[src/rtl/core/trims_pkg.sv]
`default_nettype none
package trims_pkg;

   localparam int unsigned NumVerts      = 6;
   localparam int unsigned CornersPerTri = 3;

   typedef struct packed {
      logic start;
   } norm_ctl_type;

   typedef struct packed {
      logic done;
   } norm_stat_type;

   // corner of one index triangle of the four-way split, as a vertex offset
   function automatic logic [2:0] tri_corner(input logic [1:0] tri_sel,
                                             input logic [1:0] slot);
      logic [8:0] row;
      row = 9'd0;
      case (tri_sel)
         2'd0: row = {3'd0, 3'd3, 3'd4};
         2'd1: row = {3'd3, 3'd1, 3'd5};
         2'd2: row = {3'd5, 3'd2, 3'd4};
         default: row = {3'd3, 3'd5, 3'd4};
      endcase
      case (slot)
         2'd0: return row[8:6];
         2'd1: return row[5:3];
         default: return row[2:0];
      endcase
   endfunction

endpackage
`default_nettype wire

[src/rtl/core/trims_req_if.sv]
`default_nettype none
interface trims_req_if #(
   parameter int COORD_BITS = 16
);
   logic                         valid;
   logic                         ready;
   logic signed [COORD_BITS-1:0] in_pos_x;
   logic signed [COORD_BITS-1:0] in_pos_y;
   logic signed [COORD_BITS-1:0] in_pos_z;
   logic        [COORD_BITS-1:0] in_tex_u;
   logic        [COORD_BITS-1:0] in_tex_v;

   modport source (output valid, in_pos_x, in_pos_y, in_pos_z, in_tex_u, in_tex_v,
                   input ready);
   modport sink (input valid, in_pos_x, in_pos_y, in_pos_z, in_tex_u, in_tex_v,
                 output ready);
endinterface
`default_nettype wire

[src/rtl/core/trims_rsp_if.sv]
`default_nettype none
interface trims_rsp_if #(
   parameter int COORD_BITS = 16,
   parameter int INDEX_BITS = 32
);
   logic                         valid;
   logic                         ready;
   logic signed [COORD_BITS-1:0] out_pos_x;
   logic signed [COORD_BITS-1:0] out_pos_y;
   logic signed [COORD_BITS-1:0] out_pos_z;
   logic        [COORD_BITS-1:0] out_tex_u;
   logic        [COORD_BITS-1:0] out_tex_v;
   logic                         tri_valid;
   logic        [INDEX_BITS-1:0] tri_first;
   logic        [INDEX_BITS-1:0] tri_second;
   logic        [INDEX_BITS-1:0] tri_third;
   logic                         run_last;

   modport source (output valid, out_pos_x, out_pos_y, out_pos_z, out_tex_u, out_tex_v,
                   tri_valid, tri_first, tri_second, tri_third, run_last,
                   input ready);
   modport sink (input valid, out_pos_x, out_pos_y, out_pos_z, out_tex_u, out_tex_v,
                 tri_valid, tri_first, tri_second, tri_third, run_last,
                 output ready);
endinterface
`default_nettype wire

[src/rtl/core/triangle_midpoint_subdivider.sv]
`default_nettype none
// channel   direction  carries
// req_item  in         one triangle corner: position, texture coordinate
// rsp_item  out        one vertex, plus an index triangle on vertices three to six
// csr_*     in         sphere projection enable
//
// The first and second corner of a triangle are only stored. The third corner starts
// six vertices; in sphere mode each makes one pass through the shared normalizer:
// normalizing shifts, three multiplies, the square-root steps, three divisions and
// a done state. Reset is synchronous; the output register holds a vertex until taken
// and stalls the sequencer meanwhile.
module triangle_midpoint_subdivider #(
   parameter int COORD_BITS = 16,
   parameter int INDEX_BITS = 32
) (
   input  wire logic clock,
   input  wire logic reset,
   trims_req_if.sink   req_item,
   trims_rsp_if.source rsp_item,
   input  wire logic csr_wr_en,
   input  wire logic csr_wr_data
);

   localparam int CB = COORD_BITS;
   localparam int IB = INDEX_BITS;

   localparam logic [1:0] S_IDLE  = 2'd0;
   localparam logic [1:0] S_START = 2'd1;
   localparam logic [1:0] S_WAIT  = 2'd2;
   localparam logic [1:0] S_LOAD  = 2'd3;

   typedef struct packed {
      logic signed [CB-1:0] x;
      logic signed [CB-1:0] y;
      logic signed [CB-1:0] z;
      logic [CB-1:0]        u;
      logic [CB-1:0]        v;
   } vtx_type;

   function automatic vtx_type mid(input vtx_type a, input vtx_type b);
      vtx_type            m;
      logic signed [CB:0] sx, sy, sz;
      logic [CB:0]        su, sv;
      sx  = {a.x[CB-1], a.x} + {b.x[CB-1], b.x};
      sy  = {a.y[CB-1], a.y} + {b.y[CB-1], b.y};
      sz  = {a.z[CB-1], a.z} + {b.z[CB-1], b.z};
      su  = {1'b0, a.u} + {1'b0, b.u};
      sv  = {1'b0, a.v} + {1'b0, b.v};
      m.x = sx[CB:1];
      m.y = sy[CB:1];
      m.z = sz[CB:1];
      m.u = su[CB:1];
      m.v = sv[CB:1];
      return m;
   endfunction

   logic [1:0]           state_ff, state_in;
   logic [1:0]           cnt_ff, cnt_in;
   logic [2:0]           k_ff, k_in;
   logic [IB-1:0]        base_ff, base_in;
   logic                 mode_ff, mode_in;
   logic                 run_mode_ff, run_mode_in;
   vtx_type              c0_ff, c1_ff, c2_ff;
   logic signed [CB-1:0] px_ff, py_ff, pz_ff;
   logic signed [CB-1:0] px_in, py_in, pz_in;
   logic                 rsp_valid_ff, rsp_valid_in;
   logic signed [CB-1:0] o_px_ff, o_py_ff, o_pz_ff;
   logic [CB-1:0]        o_u_ff, o_v_ff;
   logic                 o_tri_ff, o_last_ff;
   logic [IB-1:0]        o_first_ff, o_second_ff, o_third_ff;

   vtx_type                  cur, vsel;
   logic                     take, load;
   logic [1:0]               tsel;
   trims_pkg::norm_ctl_type  nctl;
   trims_pkg::norm_stat_type nstat;
   logic signed [CB-1:0]     nx, ny, nz;

   trims_norm #(
      .COORD_BITS(COORD_BITS)
   ) u_norm (
      .clock (clock),
      .reset (reset),
      .ctl   (nctl),
      .in_x  (vsel.x),
      .in_y  (vsel.y),
      .in_z  (vsel.z),
      .stat  (nstat),
      .out_x (nx),
      .out_y (ny),
      .out_z (nz)
   );

   always_comb begin
      cur.x = req_item.in_pos_x;
      cur.y = req_item.in_pos_y;
      cur.z = req_item.in_pos_z;
      cur.u = req_item.in_tex_u;
      cur.v = req_item.in_tex_v;
      case (k_ff)
         3'd0: vsel = c0_ff;
         3'd1: vsel = c1_ff;
         3'd2: vsel = c2_ff;
         3'd3: vsel = mid(c0_ff, c1_ff);
         3'd4: vsel = mid(c0_ff, c2_ff);
         3'd5: vsel = mid(c1_ff, c2_ff);
         default: vsel = c0_ff;
      endcase
      tsel = 2'(k_ff - 3'(trims_pkg::CornersPerTri - 1));
   end

   assign req_item.ready = state_ff == S_IDLE;
   assign take = req_item.valid && req_item.ready;
   assign load = (state_ff == S_LOAD) && (!rsp_valid_ff || rsp_item.ready);
   assign nctl.start = (state_ff == S_START) && run_mode_ff;

   always_comb begin
      state_in     = state_ff;
      cnt_in       = cnt_ff;
      k_in         = k_ff;
      base_in      = base_ff;
      run_mode_in  = run_mode_ff;
      mode_in      = csr_wr_en ? csr_wr_data : mode_ff;
      px_in        = px_ff;
      py_in        = py_ff;
      pz_in        = pz_ff;
      rsp_valid_in = load ? 1'b1 : (rsp_item.ready ? 1'b0 : rsp_valid_ff);

      unique case (state_ff)
         S_IDLE: begin
            if (take) begin
               if (cnt_ff == 2'(trims_pkg::CornersPerTri - 1)) begin
                  cnt_in      = 2'd0;
                  k_in        = 3'd0;
                  run_mode_in = mode_ff;
                  state_in    = S_START;
               end else begin
                  cnt_in = cnt_ff + 2'd1;
               end
            end
         end
         S_START: begin
            if (run_mode_ff) begin
               state_in = S_WAIT;
            end else begin
               px_in    = vsel.x;
               py_in    = vsel.y;
               pz_in    = vsel.z;
               state_in = S_LOAD;
            end
         end
         S_WAIT: begin
            if (nstat.done) begin
               px_in    = nx;
               py_in    = ny;
               pz_in    = nz;
               state_in = S_LOAD;
            end
         end
         S_LOAD: begin
            if (load) begin
               if (k_ff == 3'(trims_pkg::NumVerts - 1)) begin
                  base_in  = base_ff + IB'(trims_pkg::NumVerts);
                  state_in = S_IDLE;
               end else begin
                  k_in     = k_ff + 3'd1;
                  state_in = S_START;
               end
            end
         end
         default: begin
            state_in = S_IDLE;
         end
      endcase
   end

   always_ff @(posedge clock) begin
      if (reset) begin
         state_ff     <= S_IDLE;
         cnt_ff       <= 2'd0;
         k_ff         <= 3'd0;
         base_ff      <= '0;
         mode_ff      <= 1'b1;
         run_mode_ff  <= 1'b1;
         rsp_valid_ff <= 1'b0;
      end else begin
         state_ff     <= state_in;
         cnt_ff       <= cnt_in;
         k_ff         <= k_in;
         base_ff      <= base_in;
         mode_ff      <= mode_in;
         run_mode_ff  <= run_mode_in;
         rsp_valid_ff <= rsp_valid_in;
      end
   end

   always_ff @(posedge clock) begin
      px_ff <= px_in;
      py_ff <= py_in;
      pz_ff <= pz_in;
      if (take) begin
         unique case (cnt_ff)
            2'd0: c0_ff <= cur;
            2'd1: c1_ff <= cur;
            default: c2_ff <= cur;
         endcase
      end
      if (load) begin
         o_px_ff   <= px_ff;
         o_py_ff   <= py_ff;
         o_pz_ff   <= pz_ff;
         o_u_ff    <= vsel.u;
         o_v_ff    <= vsel.v;
         o_last_ff <= k_ff == 3'(trims_pkg::NumVerts - 1);
         if (k_ff >= 3'(trims_pkg::CornersPerTri - 1)) begin
            o_tri_ff    <= 1'b1;
            o_first_ff  <= base_ff + IB'(trims_pkg::tri_corner(tsel, 2'd0));
            o_second_ff <= base_ff + IB'(trims_pkg::tri_corner(tsel, 2'd1));
            o_third_ff  <= base_ff + IB'(trims_pkg::tri_corner(tsel, 2'd2));
         end else begin
            o_tri_ff    <= 1'b0;
            o_first_ff  <= '0;
            o_second_ff <= '0;
            o_third_ff  <= '0;
         end
      end
   end

   assign rsp_item.valid      = rsp_valid_ff;
   assign rsp_item.out_pos_x  = o_px_ff;
   assign rsp_item.out_pos_y  = o_py_ff;
   assign rsp_item.out_pos_z  = o_pz_ff;
   assign rsp_item.out_tex_u  = o_u_ff;
   assign rsp_item.out_tex_v  = o_v_ff;
   assign rsp_item.tri_valid  = o_tri_ff;
   assign rsp_item.tri_first  = o_first_ff;
   assign rsp_item.tri_second = o_second_ff;
   assign rsp_item.tri_third  = o_third_ff;
   assign rsp_item.run_last   = o_last_ff;

endmodule
`default_nettype wire

[src/rtl/core/trims_norm.sv]
`default_nettype none
module trims_norm #(
   parameter int COORD_BITS = 16
) (
   input  wire logic                         clock,
   input  wire logic                         reset,
   input  wire trims_pkg::norm_ctl_type      ctl,
   input  wire logic signed [COORD_BITS-1:0] in_x,
   input  wire logic signed [COORD_BITS-1:0] in_y,
   input  wire logic signed [COORD_BITS-1:0] in_z,
   output trims_pkg::norm_stat_type          stat,
   output logic signed [COORD_BITS-1:0]      out_x,
   output logic signed [COORD_BITS-1:0]      out_y,
   output logic signed [COORD_BITS-1:0]      out_z
);

   localparam int CB      = COORD_BITS;
   localparam int NormBit = 29;
   localparam int MAGW    = (CB > NormBit + 1) ? CB : NormBit + 1;
   localparam int SW      = 2 * MAGW + 2;
   localparam int DW      = MAGW + CB - 2;
   localparam int QB      = CB - 3;
   localparam int CW      = $clog2(SW / 2 + 1);

   localparam logic [2:0] N_IDLE  = 3'd0;
   localparam logic [2:0] N_SHIFT = 3'd1;
   localparam logic [2:0] N_SQ    = 3'd2;
   localparam logic [2:0] N_ROOT  = 3'd3;
   localparam logic [2:0] N_DIVI  = 3'd4;
   localparam logic [2:0] N_DIV   = 3'd5;
   localparam logic [2:0] N_DONE  = 3'd6;

   logic [2:0]           state_ff, state_in;
   logic [MAGW-1:0]      mag_ff [3];
   logic [MAGW-1:0]      mag_in [3];
   logic                 neg_ff [3];
   logic                 neg_in [3];
   logic signed [CB-1:0] res_ff [3];
   logic signed [CB-1:0] res_in [3];
   logic [SW-1:0]        acc_ff, acc_in;
   logic [SW-1:0]        root_ff, root_in;
   logic [SW-1:0]        bit_ff, bit_in;
   logic [DW-1:0]        rem_ff, rem_in;
   logic [DW-1:0]        dsr_ff, dsr_in;
   logic [QB-1:0]        q_ff, q_in;
   logic [CW-1:0]        cnt_ff, cnt_in;
   logic [1:0]           idx_ff, idx_in;

   logic signed [CB:0]   ext [3];
   logic [CB:0]          absv [3];
   logic [MAGW-1:0]      mag_or;
   logic [SW-1:0]        trial;
   logic                 ge;
   logic signed [CB-1:0] qx;

   always_comb begin
      ext[0] = {in_x[CB-1], in_x};
      ext[1] = {in_y[CB-1], in_y};
      ext[2] = {in_z[CB-1], in_z};
      for (int i = 0; i < 3; i++) begin
         absv[i] = ext[i][CB] ? unsigned'(-ext[i]) : unsigned'(ext[i]);
      end
      mag_or = mag_ff[0] | mag_ff[1] | mag_ff[2];
      trial  = root_ff + bit_ff;
      ge     = rem_ff >= dsr_ff;
      q_in   = {q_ff[QB-2:0], ge};
      qx     = signed'(CB'(q_in));

      state_in = state_ff;
      mag_in   = mag_ff;
      neg_in   = neg_ff;
      res_in   = res_ff;
      acc_in   = acc_ff;
      root_in  = root_ff;
      bit_in   = bit_ff;
      rem_in   = rem_ff;
      dsr_in   = dsr_ff;
      cnt_in   = cnt_ff;
      idx_in   = idx_ff;

      unique case (state_ff)
         N_IDLE: begin
            if (ctl.start) begin
               for (int i = 0; i < 3; i++) begin
                  mag_in[i] = MAGW'(absv[i][CB-1:0]);
                  neg_in[i] = ext[i][CB];
               end
               res_in[0] = in_x;
               res_in[1] = in_y;
               res_in[2] = in_z;
               if (in_x == '0 && in_y == '0 && in_z == '0) begin
                  state_in = N_DONE;
               end else begin
                  state_in = N_SHIFT;
               end
            end
         end
         N_SHIFT: begin
            if (mag_or[MAGW-1:NormBit] == '0) begin
               for (int i = 0; i < 3; i++) begin
                  mag_in[i] = mag_ff[i] << 1;
               end
            end else begin
               acc_in   = '0;
               idx_in   = 2'd0;
               state_in = N_SQ;
            end
         end
         N_SQ: begin
            acc_in = acc_ff + SW'(mag_ff[idx_ff] * mag_ff[idx_ff]);
            if (idx_ff == 2'd2) begin
               root_in  = '0;
               bit_in   = SW'(1) << (SW - 2);
               cnt_in   = CW'(SW / 2);
               state_in = N_ROOT;
            end else begin
               idx_in = idx_ff + 2'd1;
            end
         end
         N_ROOT: begin
            if (acc_ff >= trial) begin
               acc_in  = acc_ff - trial;
               root_in = (root_ff >> 1) + bit_ff;
            end else begin
               root_in = root_ff >> 1;
            end
            bit_in = bit_ff >> 2;
            cnt_in = cnt_ff - CW'(1);
            if (cnt_ff == CW'(1)) begin
               idx_in   = 2'd0;
               state_in = N_DIVI;
            end
         end
         N_DIVI: begin
            rem_in   = (DW'(mag_ff[idx_ff]) << (CB - 4)) + DW'(root_ff >> 1);
            dsr_in   = DW'(root_ff) << (QB - 1);
            q_in     = '0;
            cnt_in   = CW'(QB);
            state_in = N_DIV;
         end
         N_DIV: begin
            if (ge) begin
               rem_in = rem_ff - dsr_ff;
            end
            dsr_in = dsr_ff >> 1;
            cnt_in = cnt_ff - CW'(1);
            if (cnt_ff == CW'(1)) begin
               res_in[idx_ff] = neg_ff[idx_ff] ? -qx : qx;
               if (idx_ff == 2'd2) begin
                  state_in = N_DONE;
               end else begin
                  idx_in   = idx_ff + 2'd1;
                  state_in = N_DIVI;
               end
            end
         end
         N_DONE: begin
            state_in = N_IDLE;
         end
         default: begin
            state_in = N_IDLE;
         end
      endcase
   end

   always_ff @(posedge clock) begin
      if (reset) begin
         state_ff <= N_IDLE;
      end else begin
         state_ff <= state_in;
      end
   end

   always_ff @(posedge clock) begin
      mag_ff  <= mag_in;
      neg_ff  <= neg_in;
      res_ff  <= res_in;
      acc_ff  <= acc_in;
      root_ff <= root_in;
      bit_ff  <= bit_in;
      rem_ff  <= rem_in;
      dsr_ff  <= dsr_in;
      cnt_ff  <= cnt_in;
      idx_ff  <= idx_in;
      q_ff    <= (state_ff == N_DIVI) ? '0 : q_in;
   end

   assign stat.done = state_ff == N_DONE;
   assign out_x     = res_ff[0];
   assign out_y     = res_ff[1];
   assign out_z     = res_ff[2];

endmodule
`default_nettype wire

[src/flat_wrapper.sv]
// flat-port wrapper written by rule: the top's interface ports become plain ports
module triangle_midpoint_subdivider_flat 
#(
   parameter int COORD_BITS = 16,
   parameter int INDEX_BITS = 32
)
  (clock, reset, csr_wr_en, csr_wr_data, req_item_valid, req_item_in_pos_x, req_item_in_pos_y, req_item_in_pos_z, req_item_in_tex_u, req_item_in_tex_v, req_item_ready, rsp_item_valid, rsp_item_out_pos_x, rsp_item_out_pos_y, rsp_item_out_pos_z, rsp_item_out_tex_u, rsp_item_out_tex_v, rsp_item_tri_valid, rsp_item_tri_first, rsp_item_tri_second, rsp_item_tri_third, rsp_item_run_last, rsp_item_ready);
  trims_req_if #(.COORD_BITS(COORD_BITS)) req_item_i ();
  trims_rsp_if #(.COORD_BITS(COORD_BITS), .INDEX_BITS(INDEX_BITS)) rsp_item_i ();
  input  wire logic clock;
  input  wire logic reset;
  input  wire logic csr_wr_en;
  input  wire logic csr_wr_data;
  input wire logic [$bits(req_item_i.valid)-1:0] req_item_valid;
  input wire logic [$bits(req_item_i.in_pos_x)-1:0] req_item_in_pos_x;
  input wire logic [$bits(req_item_i.in_pos_y)-1:0] req_item_in_pos_y;
  input wire logic [$bits(req_item_i.in_pos_z)-1:0] req_item_in_pos_z;
  input wire logic [$bits(req_item_i.in_tex_u)-1:0] req_item_in_tex_u;
  input wire logic [$bits(req_item_i.in_tex_v)-1:0] req_item_in_tex_v;
  output wire logic [$bits(req_item_i.ready)-1:0] req_item_ready;
  output wire logic [$bits(rsp_item_i.valid)-1:0] rsp_item_valid;
  output wire logic [$bits(rsp_item_i.out_pos_x)-1:0] rsp_item_out_pos_x;
  output wire logic [$bits(rsp_item_i.out_pos_y)-1:0] rsp_item_out_pos_y;
  output wire logic [$bits(rsp_item_i.out_pos_z)-1:0] rsp_item_out_pos_z;
  output wire logic [$bits(rsp_item_i.out_tex_u)-1:0] rsp_item_out_tex_u;
  output wire logic [$bits(rsp_item_i.out_tex_v)-1:0] rsp_item_out_tex_v;
  output wire logic [$bits(rsp_item_i.tri_valid)-1:0] rsp_item_tri_valid;
  output wire logic [$bits(rsp_item_i.tri_first)-1:0] rsp_item_tri_first;
  output wire logic [$bits(rsp_item_i.tri_second)-1:0] rsp_item_tri_second;
  output wire logic [$bits(rsp_item_i.tri_third)-1:0] rsp_item_tri_third;
  output wire logic [$bits(rsp_item_i.run_last)-1:0] rsp_item_run_last;
  input wire logic [$bits(rsp_item_i.ready)-1:0] rsp_item_ready;
  assign req_item_i.valid = req_item_valid;
  assign req_item_i.in_pos_x = req_item_in_pos_x;
  assign req_item_i.in_pos_y = req_item_in_pos_y;
  assign req_item_i.in_pos_z = req_item_in_pos_z;
  assign req_item_i.in_tex_u = req_item_in_tex_u;
  assign req_item_i.in_tex_v = req_item_in_tex_v;
  assign req_item_ready = req_item_i.ready;
  assign rsp_item_valid = rsp_item_i.valid;
  assign rsp_item_out_pos_x = rsp_item_i.out_pos_x;
  assign rsp_item_out_pos_y = rsp_item_i.out_pos_y;
  assign rsp_item_out_pos_z = rsp_item_i.out_pos_z;
  assign rsp_item_out_tex_u = rsp_item_i.out_tex_u;
  assign rsp_item_out_tex_v = rsp_item_i.out_tex_v;
  assign rsp_item_tri_valid = rsp_item_i.tri_valid;
  assign rsp_item_tri_first = rsp_item_i.tri_first;
  assign rsp_item_tri_second = rsp_item_i.tri_second;
  assign rsp_item_tri_third = rsp_item_i.tri_third;
  assign rsp_item_run_last = rsp_item_i.run_last;
  assign rsp_item_i.ready = rsp_item_ready;
  triangle_midpoint_subdivider #(.COORD_BITS(COORD_BITS), .INDEX_BITS(INDEX_BITS)) u_core (.clock(clock), .reset(reset), .req_item(req_item_i), .rsp_item(rsp_item_i), .csr_wr_en(csr_wr_en), .csr_wr_data(csr_wr_data));
endmodule
[config.mk]
export PLATFORM = sky130hd
export DESIGN_NAME = triangle_midpoint_subdivider_flat
export DESIGN_NICKNAME = d
export VERILOG_FILES = /design/src/rtl/core/trims_pkg.sv /design/src/rtl/core/trims_req_if.sv /design/src/rtl/core/trims_rsp_if.sv /design/src/rtl/core/triangle_midpoint_subdivider.sv /design/src/rtl/core/trims_norm.sv /design/src/flat_wrapper.sv
export SDC_FILE = /design/constraint.sdc
export NUM_CORES = 2
export LEC_CHECK = 0
export ABC_AREA = 1
export BUFFER_PORTS_ARGS = -buffer_cell sky130_fd_sc_hd__buf_2
export CORE_UTILIZATION = 40
export CTS_BUF_LIST = sky130_fd_sc_hd__clkbuf_8 sky130_fd_sc_hd__clkbuf_16
export DETAILED_ROUTE_END_ITERATION = 16
export HOLD_SLACK_MARGIN = 0.1
export PLACE_DENSITY_LB_ADDON = 0.08
export SYNTH_ARGS = -nofsm -noshare
export SYNTH_HDL_FRONTEND = slang
export SYNTH_SLANG_ARGS = --single-unit
[constraint.sdc]
create_clock -name clock -period 14.9 [get_ports clock]
set_input_delay 2.98 -clock clock [delete_from_list [all_inputs] [get_ports clock]]
set_output_delay 2.98 -clock clock [all_outputs]
set_load 0.01 [all_outputs]
==> qor.csv <==
metric;value;unit
Final Cycle Share;0.717;
status;finished clean;
Mapped Cells;10800;
Least-Margin Pin Slew;1.18;ns
Startpoint Class;flip-flop;
Cell variety after synth;79;
Hold-fix buffers, CTS;0;
fraction of registers with async set/reset;0;
worst-skew pair later-pin latency;0.80;ns
clk_skew;0.0732;ns
hold_sp;u_core.py_ff[6];
CTS root buf;clkbuf_16;
most frequent cell after synthesis;nand2_1;
Synth Flop Type;edfxtp_1;
initial antenna violation count;25;
Post-Route Setup TNS;0;ns
Tot GR Track Use;0.273;
fin. max-slew vios;0;
largest net degree at the start of global routing;106;
cts bufs inserted;109;
initial drt markers;6207;
Synth area leader;edfxtp_1;
CTS Sinks;913;
max_slew headroom;0.207;
Die Span X;472;um
EDFF count, synth;857;
Routed WL;307;mm
FF-to-FF setup slack;4.22;ns
Hold Slack;0.394;ns
CP arrival;11.17;ns
f_max;93.6;MHz
Critical Path Fanout Max;29;
Syn. warnings;0;
Sequential cell area;26900;um2
drt pass-1 iters;6;
Die Footprint;223000;um2
syn_area_per_cell;8.19;um2
Setup Buffers After CTS;0;
Final ANT Viol Nets;0;
Multi-input gate area;53100;um2
Yosys top cell area share;0.291;
final setup vio count;0;
Area Growth Syn to Fin;9.70;%
layout cells sized above 1;0.0631;
Reg clk slew, reported paths;0.06;ns
Max clock buf depth;3;
vias in the first global route;74900;
# nets final;12400;
reg-to-reg endpoint;u_core.u_norm.acc_ff[54];
Syn Nets;12300;
top cells by area, synth;edfxtp_1 29%, fa_1 17%, nand2_1 9.4%;
Final Wtd Congestion;0.946;
Initial Util;0.402;
chip height;472;um
Worst Path Required;15.39;ns
FP Rows;172;
PortBufs;265;
Hold Path Class;reg2reg;
CTS H-tree lvls;3;
Seq/Total Area, Yosys;0.304;
vias;75000;
GRT Residual Overflow;0;
Setup CP Type;reg2reg;
post-layout min period;10.68;ns
reg2reg path depth;27;
# IOs;266;
vias per cell;5.38;
flops & latches, synth;913;
synth cell count leaders;2202 x nand2_1, 1976 x inv_1, 887 x nor2_1, 857 x edfxtp_1, 797 x o21ai_0;
core area;220000;um2
CTS tree;yes;
unrepaired setup endpoints after global routing;no;
worst hold stages;0;
crit end category;flip-flop;
# fillers;22000;
Crit Reg-Reg Startpoint;u_core.u_norm.idx_ff[1];
Mapped Area;88300;um2
dpl hpwl;241;mm
Fin. Hold Viols;0;
hold endpoint;u_core.rsp_item.out_pos_y[6];
post-route DRC violation count;0;
Post-CTS Resized;0;
maxcap violations;0;
global-route wire length before repair;465;mm
DR WL/cell;22.0;um
-- cell usage in the layout, fill, tap and decap left out, drive strengths merged, types with 82 or more instances in the layout --
cell,instances
a21oi,757
inv,2000
nor2,893
nor3,109
nand4,82
clkbuf,110
buf,351
o21ai,845
ha,617
xnor2,88
fa,771
nand3,508
or2,82
nand2,2212
edfxtp,857
xor2,129
-- layer usage --
metal	vias up	wire [um]	global-route usage
met4	10	7120	0.0655
met5	-	62	0
met3	340	18000	0.0316
met1	36600	144000	0.398
li1	35600	-	-
met2	2390	138000	0.432
-- flip-flops by register name, summed over array words and instances, names as in the netlist, 31 cells and up --
name,count
u_core.u_norm.mag_ff,90
u_core.c0_ff,80
u_core.c1_ff,80
u_core.c2_ff,80
u_core.u_norm.acc_ff,62
u_core.u_norm.root_ff,62
u_core.u_norm.dsr_ff,44
u_core.u_norm.rem_ff,44
u_core.rsp_item.tri_first,32
u_core.rsp_item.tri_second,32
u_core.rsp_item.tri_third,32
u_core.base_ff,31
u_core.u_norm.bit_ff,31
-- how the worst max path moves through the flow --
stage,startpoint,to,slack [ns],cells past startpoint
4_1_cts,u_core.u_norm.idx_ff[1],u_core.u_norm.acc_ff[61],4.24,29
3_3_place_gp,u_core.u_norm.idx_ff[1],u_core.u_norm.acc_ff[61],4.48,29
5_1_grt,u_core.u_norm.idx_ff[1],u_core.u_norm.acc_ff[60],3.72,33
6_report,u_core.u_norm.idx_ff[1],u_core.u_norm.acc_ff[54],4.22,27
3_5_place_dp,u_core.u_norm.idx_ff[1],u_core.u_norm.acc_ff[61],4.32,29
2_1_floorplan,u_core.u_norm.root_ff[6],u_core.u_norm.acc_ff[0],4.61,24
-- logic make-up after synthesis --
logic type               Yosys count  synth area share
multiplexers                       6          0.000751
XOR/XNOR                         217            0.0215
AND/OR/NAND/NOR                 3990             0.188
adder cells (fa/ha/maj)         1388             0.262
AO/OA/AOI/OAI                   2007             0.126
buffers and inverters           2267            0.0977
flip-flops                       913             0.304
-- area by class of cell --
type / count / area share
antenna: 13 / 0.000336
clock buffer: 110 / 0.0283
clock inverter: 91 / 0.0110
inverter: 1992 / 0.0774
multi-input combinational: 7608 / 0.548
sequential: 913 / 0.277
tap: 2871 / 0.0371
timing repair buffer: 351 / 0.0204
-- per-stage QoR --
stage | instance area [um2] | instances | util | setup WS [ns]
final | 96900 | 13900 | 0.441 | 4.22
after global routing | 96900 | 13900 | 0.441 | 3.72
after global placement | 93000 | 13700 | 0.424 | 4.48
after detailed placement | 93000 | 13700 | 0.424 | 4.32
after CTS | 96800 | 13900 | 0.441 | 4.24
after floorplan | 88300 | 10800 | - | 4.61
-- worst max-delay path: stages (launching register included) --
cell	delay, ns
edfxtp_1	0.86
inv_1	0.40
nor2_1	0.51
inv_1	0.28
buf_4	0.35
o21a_1	0.34
inv_1	0.32
buf_4	0.52
nand2_1	0.21
fa_1	0.53
fa_1	0.60
fa_1	0.44
fa_1	0.56
fa_1	0.45
fa_1	0.52
fa_1	0.53
fa_1	0.58
inv_1	0.05
ha_1	0.37
a21o_1	0.23
a31oi_1	0.29
o21ai_0	0.15
a31oi_1	0.25
nand3_1	0.28
a21o_1	0.26
a21o_1	0.17
o21ai_0	0.14
nand2_1	0.06
Power is left out: the tool's default activity adds up to more than one toggle a clock period on the data nets, which glitch-free logic cannot reach.
